[src/design/assert_macros.svh]
`ifndef ASSERT_MACROS_SVH
`define ASSERT_MACROS_SVH

// Checked property, switched off while reset is high
`define TPSS_ASSERT(lbl, clk, rst, prop, msg) \
   lbl: assert property (@(posedge clk) disable iff (rst) (prop)) else $error(msg);

// Checked property, also checked during reset
`define TPSS_ASSERT_ALWAYS(lbl, clk, prop, msg) \
   lbl: assert property (@(posedge clk) (prop)) else $error(msg);

`endif

[src/design/tpss_pkg.sv]
package tpss_pkg;

   // table geometry
   localparam int NUM_FRAMES = 64;
   localparam int NUM_HARTS  = 4;
   localparam int FRAME_W    = (NUM_FRAMES > 1) ? $clog2(NUM_FRAMES) : 1;
   localparam int HART_W     = (NUM_HARTS > 1) ? $clog2(NUM_HARTS) : 1;

   // word field widths
   localparam int FUNC_W = 1;
   localparam int HIDX_W = 2;
   localparam int PID_W  = 8;
   localparam int END_W  = 7;
   localparam int TIME_W = 64;
   localparam int FL_W   = 32;

   // configuration port
   localparam int CSR_IDX_W  = 1;
   localparam int CSR_DATA_W = 32;
   localparam logic [CSR_IDX_W-1:0] CSR_SLACK = 1'd0;
   localparam logic [CSR_IDX_W-1:0] CSR_FRAME = 1'd1;
   localparam logic [FL_W-1:0] FRAME_LEN_RESET = 32'd1000;

   // word function codes
   localparam logic [FUNC_W-1:0] FUNC_UPDATE = 1'b0;
   localparam logic [FUNC_W-1:0] FUNC_QUERY  = 1'b1;

   // divider runs one quotient bit per cycle
   localparam int DIV_STEPS = TIME_W;
   localparam int DCNT_W    = $clog2(DIV_STEPS);

   typedef struct packed {
      logic [PID_W-1:0] pid;
      logic [END_W-1:0] end_frame;
   } entry_type;

   typedef entry_type [NUM_HARTS-1:0] row_type;

   localparam logic [END_W-1:0] RESET_END = END_W'(NUM_FRAMES);

   typedef struct packed {
      logic               en;
      logic [FRAME_W-1:0] frame;
      logic [HART_W-1:0]  lane;
      entry_type          entry;
   } tbl_wr_type;

   typedef struct packed {
      logic               busy;
      logic               done;
      logic [FL_W-1:0]    rem;
      logic [FRAME_W-1:0] frame;
   } div_res_type;

endpackage

[src/design/tpss_table.sv]
module tpss_table (
   input  logic                         clock,
   input  logic                         reset,
   input  tpss_pkg::tbl_wr_type         wr,
   input  logic                         rd_en,
   input  logic [tpss_pkg::FRAME_W-1:0] rd_frame,
   output tpss_pkg::row_type            rd_row
);
   import tpss_pkg::*;

   entry_type mem [NUM_FRAMES][NUM_HARTS];
   logic      valid_ff [NUM_FRAMES][NUM_HARTS];
   row_type   rdata_ff;
   logic [NUM_HARTS-1:0] rvld_ff;

   // entry array, one lane written per cycle
   always_ff @(posedge clock) begin
      if (wr.en) begin
         mem[wr.frame][wr.lane] <= wr.entry;
      end
   end

   // whole row read, registered
   always_ff @(posedge clock) begin
      if (rd_en) begin
         for (int h = 0; h < NUM_HARTS; h++) begin
            rdata_ff[h] <= mem[rd_frame][h];
         end
      end
   end

   // written flags; an unwritten entry reads as the reset entry
   always_ff @(posedge clock) begin
      if (reset) begin
         for (int f = 0; f < NUM_FRAMES; f++) begin
            for (int h = 0; h < NUM_HARTS; h++) begin
               valid_ff[f][h] <= 1'b0;
            end
         end
         rvld_ff <= '0;
      end else begin
         if (wr.en) begin
            valid_ff[wr.frame][wr.lane] <= 1'b1;
         end
         if (rd_en) begin
            for (int h = 0; h < NUM_HARTS; h++) begin
               rvld_ff[h] <= valid_ff[rd_frame][h];
            end
         end
      end
   end

   always_comb begin
      for (int h = 0; h < NUM_HARTS; h++) begin
         if (rvld_ff[h]) begin
            rd_row[h] = rdata_ff[h];
         end else begin
            rd_row[h].pid       = '0;
            rd_row[h].end_frame = RESET_END;
         end
      end
   end

endmodule

[config.mk]
export PLATFORM = sky130hd
export DESIGN_NAME = tpss_table
export DESIGN_NICKNAME = d
export VERILOG_FILES = /design/src/design/assert_macros.svh /design/src/design/tpss_pkg.sv /design/src/design/tpss_table.sv
export SDC_FILE = /design/constraint.sdc
export NUM_CORES = 2
export LEC_CHECK = 0
export BUFFER_PORTS_ARGS = -buffer_cell sky130_fd_sc_hd__buf_2
export CAP_MARGIN = 10
export CORE_ASPECT_RATIO = 0.9
export CORE_MARGIN = 2
export CORE_UTILIZATION = 40
export CTS_CLUSTER_DIAMETER = 40
export DETAILED_ROUTE_END_ITERATION = 10
export PLACE_DENSITY_LB_ADDON = 0.08
export SYNTH_ARGS = -nofsm -noshare
export SYNTH_HDL_FRONTEND = slang
export SYNTH_SLANG_ARGS = --single-unit
[constraint.sdc]
create_clock -name clock -period 3.5 [get_ports clock]
set_input_delay 0.525 -clock clock [delete_from_list [all_inputs] [get_ports clock]]
set_output_delay 0.525 -clock clock [all_outputs]
set_load 0.02 [all_outputs]
==> results.ini <==
[drt]
drtPass1Iterations = 11
vias = 81400
wl_per_cell_um = 34.3
avgViaCountPerCell = 5.78
detail-route-antenna-nets = 0
wirelength_mm = 483
drc_errors = 0
first_iter_violations = 9338

[sta]
fmax_ghz = 0.319
fin_crit_ns = 3.14
finalCritPeriodShare_pct = 89.6
skew_ns = 0.0381
finalSetupViolations = 0
setup_tns_ns = 0
drv_slew = 0
rsz0062_at_grt = no
max_slew_margin_pct = 15.1
worst_slew_pin_slew_ns = 1.27
final_hold_viol_count = 0

[logic_synthesis]
synth_fp_nets = 7506
synth_edf_count = 3900
ys_types = 39
synth_area_leaders = edfxtp_1, mux4_2, dfxtp_1
synthFlopType = edfxtp_1
synthTopCellsByCount = edfxtp_1, mux4_2, nor2_1
yosysWarnings = 0
syn_inst = 7473
synth_top_area_share_pct = 74.5
async_flop_share_pct = 0
syn_avg_cell_area_um2 = 21.0
yosysSeqAreaShare_pct = 77.8
post-synth-top-area-cell = edfxtp_1
synth_area_um2 = 157000
yosysMostFrequentCell = edfxtp_1
ys_ff_latch = 4160

[clocking]
cts_htree_levels = 6
cts.sinks = 4160
clkSlewWorstSetupHoldPaths_ns = 0.06
cts-root-buf = clkbuf_16
cts_buffers = 552
post-cts-setup-buffer-count = 0
post_cts_resized = 0
clock_latency_ns = 1.03
clk_path_buf_depth = 4
cts_tree = yes
hold_buffers = 12

[critical_path]
cp_cell_sequence = buf_4 -> and2_1 -> buf_2
critPathRequiredTime_ns = 2.97
max_stage_delay_ns = 1.00
path_class = flip-flop to output pin
reg2reg_slack_ns = 0.91
start_kind = flip-flop
rr_startpoint = mem[55][48]
crit_path_max_fanout = 12
worst_path_max_delay_cell = dfxtp_1
timing.critical_path.from = rvld_ff[3]
worstRegToRegCells = 4
arrival_ns = 2.61
cp-end-kind = output pin

[die]
die_h_um = 599
fp.coreArea_um2 = 391000
die_area_um2 = 398000
die_width_um = 665
io_pins = 93
core.rowCount = 218
initial_utilization_pct = 40.2

[flow_run]
drv_cap = 0

[finish]
nets = 8463
syn2layout_area_growth_pct = 20.3
drive_gt1_share_pct = 34.1
fillCellCount = 32000

[min_path]
holdCritStartpoint = wr[4]
worstHoldPathCells = 1
hold_class = primary input to flip-flop

[global_route]
grt_pass1_wl_mm = 671
antenna_found_initial = 44
track_usage_pct = 24.1
grt_pass1_vias = 83200
grt_max_degree = 110
grt_remaining_overflow = 0

[pwr]
p_leak_uw = 0.0606
total_power_uw = 117000
peakVddDrop_uv = 467
p_per_area_nw_per_um2 = 619

[placement]
dp_hpwl_mm = 296
io_buffers = 92
gp_congestion = 0.885

[run_status]
status = completed

## final cells by class
class / count / area (um^2) / area share [%]
Antenna cell: 23 / 57.6 / 0.0304
Clock buffer: 657 / 14800 / 7.82
Clock inverter: 354 / 4030 / 2.13
Inverter: 1 / 3.75 / 0.00198
Multi-Input combinational cell: 2859 / 33500 / 17.7
Sequential cell: 4160 / 122000 / 64.7
Tap cell: 5170 / 6470 / 3.42
Timing Repair Buffer: 856 / 7890 / 4.17
## cells in the final DEF (no fill, tap or decap), types with 13 or more instances in the layout
cell and count:
buf_4 634, edfxtp_1 3900, a22oi_1 501, clkinvlp_4 47, nand2_1 79, or4_1 60, diode_2 23, nor2_1 454
clkinv_2 78, clkinv_1 62, clkinv_4 30, nor2_2 255, a21oi_1 301, dfxtp_1 260, bufinv_16 64, inv_6 44
buf_8 20, mux4_2 1008, clkbuf_1 72, dlygate4sd3_1 13, buf_12 114, buf_2 73, clkbuf_16 574, mux2_2 24
and2_1 73
## through the flow
stage	setup WS [ns]	instance area (um^2)	util (%)	hold WS, ns	std cells
after floorplan	0.792	157000	-	0.429	7473
after global placement	-0.0135	170000	43.4	0.442	13000
after detailed placement	-0.0542	170000	43.5	0.453	13000
after CTS	0.139	189000	48.3	0.00288	14100
after global routing	0.104	189000	48.3	0.0454	14100
final	0.362	189000	48.3	0.0548	14100
## sequential cells by signal (all words and copies together), names as in the netlist
signal / flops
rdata_ff: 60
rvld_ff: 4
valid_ff: 256
mem: 3840
## cells by family after synthesis
family	after synthesis	share of synthesized area [%]
simple gates	985	2.72
mux	1032	14.6
buf+inv	454	1.33
compound gates	842	3.53
flops	4160	77.8
## layer usage
layer	part of all wire, %	GRT usage [%]	vias up
met5	0.089	0.144	-
met4	2.2	5.53	8
met3	6.6	4.32	617
met2	48	39.0	2986
met1	43	34.0	44600
li1	-	-	33200
## report_power, final
| group | total [uW] | internal [uW] | leakage, uW | switching [uW] |
|---|---|---|---|---|
| Clock | 57100 | 35200 | 0.00910 | 21900 |
| Sequential | 54700 | 54600 | 0.0372 | 116 |
| Combinational | 5130 | 1900 | 0.0143 | 3230 |
| Total | 117000 | 91700 | 0.0606 | 25300 |
## path summary, 6_finish.rpt
check               endpoint
min                mem[3][4]
max               rd_row[59]
max reg2reg      rdata_ff[3]
min reg2reg  valid_ff[17][1]
## worst max-delay path, delay by kind of cell, from the launching register on
family / cells / cell delay, ns
and+or+nand+nor: 1 / 0.16
buffers and inverters: 2 / 0.44
DFF: 1 / 1.00
Power figures use the tool's default switching activity.
