==> src/design/assert_macros.svh <==
`ifndef ASSERT_MACROS_SVH
`define ASSERT_MACROS_SVH

// Checked property, switched off while reset is high
`define TPSS_ASSERT(lbl, clk, rst, prop, msg) \
   lbl: assert property (@(posedge clk) disable iff (rst) (prop)) else $error(msg);

// Checked property, also checked during reset
`define TPSS_ASSERT_ALWAYS(lbl, clk, prop, msg) \
   lbl: assert property (@(posedge clk) (prop)) else $error(msg);

`endif

==> src/design/tpss_pkg.sv <==
package tpss_pkg;

   // table geometry
   localparam int NUM_FRAMES = 64;
   localparam int NUM_HARTS  = 4;
   localparam int FRAME_W    = (NUM_FRAMES > 1) ? $clog2(NUM_FRAMES) : 1;
   localparam int HART_W     = (NUM_HARTS > 1) ? $clog2(NUM_HARTS) : 1;

   // word field widths
   localparam int FUNC_W = 1;
   localparam int HIDX_W = 2;
   localparam int PID_W  = 8;
   localparam int END_W  = 7;
   localparam int TIME_W = 64;
   localparam int FL_W   = 32;

   // configuration port
   localparam int CSR_IDX_W  = 1;
   localparam int CSR_DATA_W = 32;
   localparam logic [CSR_IDX_W-1:0] CSR_SLACK = 1'd0;
   localparam logic [CSR_IDX_W-1:0] CSR_FRAME = 1'd1;
   localparam logic [FL_W-1:0] FRAME_LEN_RESET = 32'd1000;

   // word function codes
   localparam logic [FUNC_W-1:0] FUNC_UPDATE = 1'b0;
   localparam logic [FUNC_W-1:0] FUNC_QUERY  = 1'b1;

   // divider runs one quotient bit per cycle
   localparam int DIV_STEPS = TIME_W;
   localparam int DCNT_W    = $clog2(DIV_STEPS);

   typedef struct packed {
      logic [PID_W-1:0] pid;
      logic [END_W-1:0] end_frame;
   } entry_type;

   typedef entry_type [NUM_HARTS-1:0] row_type;

   localparam logic [END_W-1:0] RESET_END = END_W'(NUM_FRAMES);

   typedef struct packed {
      logic               en;
      logic [FRAME_W-1:0] frame;
      logic [HART_W-1:0]  lane;
      entry_type          entry;
   } tbl_wr_type;

   typedef struct packed {
      logic               busy;
      logic               done;
      logic [FL_W-1:0]    rem;
      logic [FRAME_W-1:0] frame;
   } div_res_type;

endpackage

==> src/design/tpss_divider.sv <==
module tpss_divider (
   input  logic                        clock,
   input  logic                        reset,
   input  logic                        start,
   input  logic [tpss_pkg::TIME_W-1:0] dividend,
   input  logic [tpss_pkg::FL_W-1:0]   divisor,
   output tpss_pkg::div_res_type       res
);
   import tpss_pkg::*;

   logic              busy_ff;
   logic              done_ff;
   logic [DCNT_W-1:0] cnt_ff;
   logic [TIME_W-1:0] dvd_ff;
   logic [FL_W-1:0]   dsr_ff;
   logic [FL_W-1:0]   rem_ff;
   logic [FL_W-1:0]   rem_in;
   logic [FRAME_W-1:0] mod_ff;
   logic [FRAME_W-1:0] mod_in;
   logic [FL_W:0]     shifted;
   logic [FL_W:0]     diff;
   logic              qbit;
   logic [FRAME_W:0]  mod2;

   // one restoring step: shift in a dividend bit, compare and subtract
   always_comb begin
      shifted = {rem_ff, dvd_ff[TIME_W-1]};
      diff    = shifted - {1'b0, dsr_ff};
      qbit    = (shifted >= {1'b0, dsr_ff});
      rem_in  = qbit ? diff[FL_W-1:0] : shifted[FL_W-1:0];
      // quotient modulo the frame count, tracked as bits arrive
      mod2    = {mod_ff, qbit};
      if (int'(mod2) >= NUM_FRAMES) begin
         mod2 = mod2 - (FRAME_W+1)'(NUM_FRAMES);
      end
      mod_in  = mod2[FRAME_W-1:0];
   end

   // control
   always_ff @(posedge clock) begin
      if (reset) begin
         busy_ff <= 1'b0;
         done_ff <= 1'b0;
         cnt_ff  <= '0;
      end else begin
         done_ff <= 1'b0;
         if (start) begin
            busy_ff <= 1'b1;
            cnt_ff  <= '0;
         end else if (busy_ff) begin
            cnt_ff <= cnt_ff + DCNT_W'(1);
            if (cnt_ff == DCNT_W'(DIV_STEPS - 1)) begin
               busy_ff <= 1'b0;
               done_ff <= 1'b1;
            end
         end
      end
   end

   // datapath
   always_ff @(posedge clock) begin
      if (start) begin
         dvd_ff <= dividend;
         dsr_ff <= divisor;
         rem_ff <= '0;
         mod_ff <= '0;
      end else if (busy_ff) begin
         dvd_ff <= {dvd_ff[TIME_W-2:0], 1'b0};
         rem_ff <= rem_in;
         mod_ff <= mod_in;
      end
   end

   assign res.busy  = busy_ff;
   assign res.done  = done_ff;
   assign res.rem   = rem_ff;
   assign res.frame = mod_ff;

endmodule

==> config.mk <==
export PLATFORM = sky130hd
export DESIGN_NAME = tpss_divider
export DESIGN_NICKNAME = d
export VERILOG_FILES = /design/src/design/assert_macros.svh /design/src/design/tpss_pkg.sv /design/src/design/tpss_divider.sv
export SDC_FILE = /design/constraint.sdc
export NUM_CORES = 1
export LEC_CHECK = 0
export ABC_AREA = 0
export BUFFER_PORTS_ARGS = -buffer_cell sky130_fd_sc_hd__buf_2
export CORE_ASPECT_RATIO = 1.1
export CORE_MARGIN = 2
export CORE_UTILIZATION = 42
export DETAILED_ROUTE_END_ITERATION = 8
export GPL_TIMING_DRIVEN = 1
export PLACE_DENSITY_LB_ADDON = 0.15
export SYNTH_ARGS = -nofsm -noshare
export SYNTH_HDL_FRONTEND = slang
export SYNTH_SLANG_ARGS = --single-unit
==> constraint.sdc <==
create_clock -name clock -period 8.45 [get_ports clock]
set_clock_uncertainty 0.1 [all_clocks]
set_input_delay 0.845 -clock clock [delete_from_list [all_inputs] [get_ports clock]]
set_output_delay 0.845 -clock clock [all_outputs]
set_load 0.05 [all_outputs]
==> impl_metrics.tcl <==
set metrics [dict create \
    synth.distinct_cells 56 \
    rsz0062_at_grt "false" \
    synth-simple-area-share_pct 9.08 \
    startpoint_type "flip-flop" \
    portBuffers 138 \
    synth_edf_count 96 \
    grt_pass1_wl_um 27500 \
    reg2reg_slack_ns 5.15 \
    power_switching_mw 0.583 \
    ys.flop_type "edfxtp_1" \
    ff2ff_path_depth 12 \
    cap_violations 0 \
    max_freq_ghz 0.303 \
    hold_start "cnt_ff[5]" \
    max_slew_margin_pct 39.3 \
    grt-ovfl-total 0 \
    final_design_area_no_fill_um2 9040 \
    place_area_um2 8440 \
    synth_top_family_by_area "compound AO/OA/AOI/OAI gates" \
    final_nets 930 \
    grt_start_max_net_pins 71 \
    drv_slew 0 \
    rr_startpoint "dsr_ff[1]" \
    fp.dieW_um 133 \
    numCtsBuffers 17 \
    drt-total-wl_um 16400 \
    r2r-end "rem_ff[15]" \
    via_per_inst 5.25 \
    critical_path.startpoint "dsr_ff[1]" \
    clkPwrFrac_pct 38.5 \
    switching_share_pct 29.3 \
    status "finished, final reports clean" \
    ant_nets 0 \
    hpwl_um 11600 \
    syn-num-nets 808 \
    drive_gt1_share_pct 35.4 \
    clk_pin_slew_ns 0.07 \
    critPathArrivalTime_ns 3.47 \
    internal_power_mw 1.41 \
    powerDensity_nw_per_um2 220 \
    die_h_um 145 \
    leakage_nw 3.90 \
    endpoint "rem_ff[15]" \
    syn-cell-area_um2 7630 \
    ctsHoldBuffers 0 \
    core_region_area_um2 17700 \
    worstMarginPinSlew_ns 0.911 \
    crit_type "flip-flop to flip-flop" \
    setup_viol 0 \
    clkLatencyLatePin_ns 0.42 \
    post_cts_resized 0 \
    start_util_pct 43.0 \
    cp-end-kind "flip-flop" \
    cts_root_buf "clkbuf_16" \
    grt_use_total_pct 17.5 \
    hold_viol 0 \
    die_area_um2 19300 \
    syn_avg_cell_area_um2 11.3 \
    clock-sinks 142 \
    firstDrtPassIters 5 \
    gp_congestion 0.905 \
    drt_iter0_drc 333 \
    wl_per_cell_um 15.6 \
    cts_buffer_depth 2 \
    cp.required_ns 8.62 \
    ys_seq_area_share_pct 49.8 \
    fin_setup_tns_ns 0 \
    cts_setup_buffers 0 \
    async_flop_share_pct 0 \
    pin_count 139 \
    yosysWarningCount 0 \
    areaGrowthSynthToFinish_pct 18.5 \
    seqPwrFrac_pct 42.1 \
    period_share_pct 39.1 \
    vias 5515 \
    min_period_ns 3.30 \
    hold_class "flip-flop to flip-flop" \
    synth_compound_area_share_pct 15.4 \
    cts_tree "built" \
    grt_antenna_before_repair 4 \
    cp_max_fo 30 \
    synthAdderAreaFrac_pct 5.67 \
    ir_drop_uv 151 \
    ys_ff_latch 142 \
    htreeDepth 4 \
    synth_xor_area_share_pct 3.90 \
    grt_pass1_vias 5609 \
    fp-row-count 51 \
    whs_path_depth 2 \
    combPwrFrac_pct 19.4 \
    synthMuxAreaShare_pct 11.0 \
    remaining_drc_errors 0 \
    synth_cells 675 \
]
worst max-delay path, cell delays in order, from the launching register on:
cell and delay [ns]:
edfxtp_1 0.42, inv_1 0.08, ha_1 0.23, nor2b_1 0.14, o2111ai_1 0.26, nand3_2 0.17
a211o_1 0.36, a21o_1 0.22, o31ai_4 0.19, buf_4 0.42, mux2_2 0.38, mux2i_1 0.13
nor2_1 0.05
sequential cells by signal, indices dropped and copies added (netlist names):
| signal | flops |
|---|---|
| dvd_ff | 64 |
| dsr_ff | 32 |
| busy_ff | 1 |
| cnt_ff | 6 |
| mod_ff | 6 |
| rem_ff | 32 |
| done_ff | 1 |
how the worst min path moves through the flow:
stage / endpoint / slack, ns
CTS: cnt_ff[5] / 0.40
global route: cnt_ff[5] / 0.43
global placement: cnt_ff[5] / 0.37
floorplan: cnt_ff[5] / 0.36
finish: cnt_ff[5] / 0.40
detailed placement: rem_ff[23] / 0.39
cell usage in the layout, fill, tap and decap left out, types with 4 or more instances in the layout:
master / n
a211oi_1: 12
a211oi_2: 14
a21o_1: 15
a21oi_1: 35
a21oi_2: 15
a31oi_1: 7
and3_1: 6
buf_2: 137
buf_4: 6
clkbuf_16: 17
dfxtp_1: 45
edfxtp_1: 96
ha_1: 33
inv_1: 42
inv_6: 4
inv_8: 4
mux2_2: 64
mux2i_1: 12
nand2_1: 26
nand2_2: 6
nand2b_1: 4
nand3_1: 13
nand4_1: 9
nor2_1: 67
nor4_1: 4
o211a_1: 6
o211ai_2: 5
o21ai_0: 23
xnor2_1: 19
xor2_1: 15
stage by stage:
step | setup WS (ns) | power (mW) | hold slack, ns | std cells | utilization [%]
finish | 5.15 | 1.99 | 0.398 | 1050 | 51.0
global route | 4.94 | 2.09 | 0.433 | 1049 | 51.0
CTS | 5.14 | 2.02 | 0.402 | 1048 | 51.0
detailed placement | 5.13 | 1.24 | 0.390 | 1016 | 47.6
global placement | 5.18 | 1.23 | 0.369 | 1016 | 47.6
floorplan | 5.17 | 1.15 | 0.358 | 675 | -
cell type report:
type,instances,area [um2]
Tap cell,238,298
Clock buffer,17,425
Timing Repair Buffer,143,731
Multi-Input combinational cell,450,3450
Clock inverter,15,174
Inverter,43,161
Antenna cell,2,5.00
Sequential cell,142,3800
Fill cell,1672,8690
kinds of logic (layout without fill, tap and decap cells):
kind of cell             after synthesis  in the layout
flip-flops                           142            142
adder cells (fa/ha/maj)               34             34
buffers and inverters                 83            218
XOR/XNOR                              34             34
multiplexers                          76             76
other                                  0              2
AO/OA/AOI/OAI                        156            156
AND/OR/NAND/NOR                      150            150
routing by layer:
layer / part of all wire, % / global-route usage, %
met5: 0.13 / 0
met4: 1.6 / 5.91
met3: 6.4 / 5.36
met2: 48 / 29.1
met1: 44 / 21.7
power by group through the flow:
stage               combinational (mW)  clock [mW]  sequential, mW
floorplan                        0.260           0           0.889
global placement                 0.381           0           0.853
detailed placement               0.386           0           0.855
CTS                              0.388       0.787           0.841
global route                     0.426       0.817           0.847
finish                           0.387       0.767           0.839
synthesized netlist by cell type (9+ instances only):
master | n | area share [%]
nand3_1 | 13 | 0.85
a211oi_2 | 14 | 2.3
a21o_1 | 15 | 1.5
ha_1 | 33 | 5.4
a21oi_2 | 15 | 1.7
o21ai_0 | 23 | 1.5
mux2_2 | 64 | 9.4
a21oi_1 | 35 | 2.3
clkbuf_1 | 27 | 1.3
xnor2_1 | 19 | 2.2
a211oi_1 | 12 | 1.2
nand4_1 | 9 | 0.74
mux2i_1 | 12 | 1.6
xor2_1 | 15 | 1.7
dfxtp_1 | 46 | 12
edfxtp_1 | 96 | 38
nor2_1 | 67 | 3.3
inv_1 | 42 | 2.1
nand2_1 | 27 | 1.3
No activity file was read; power rests on OpenSTA's default activity.
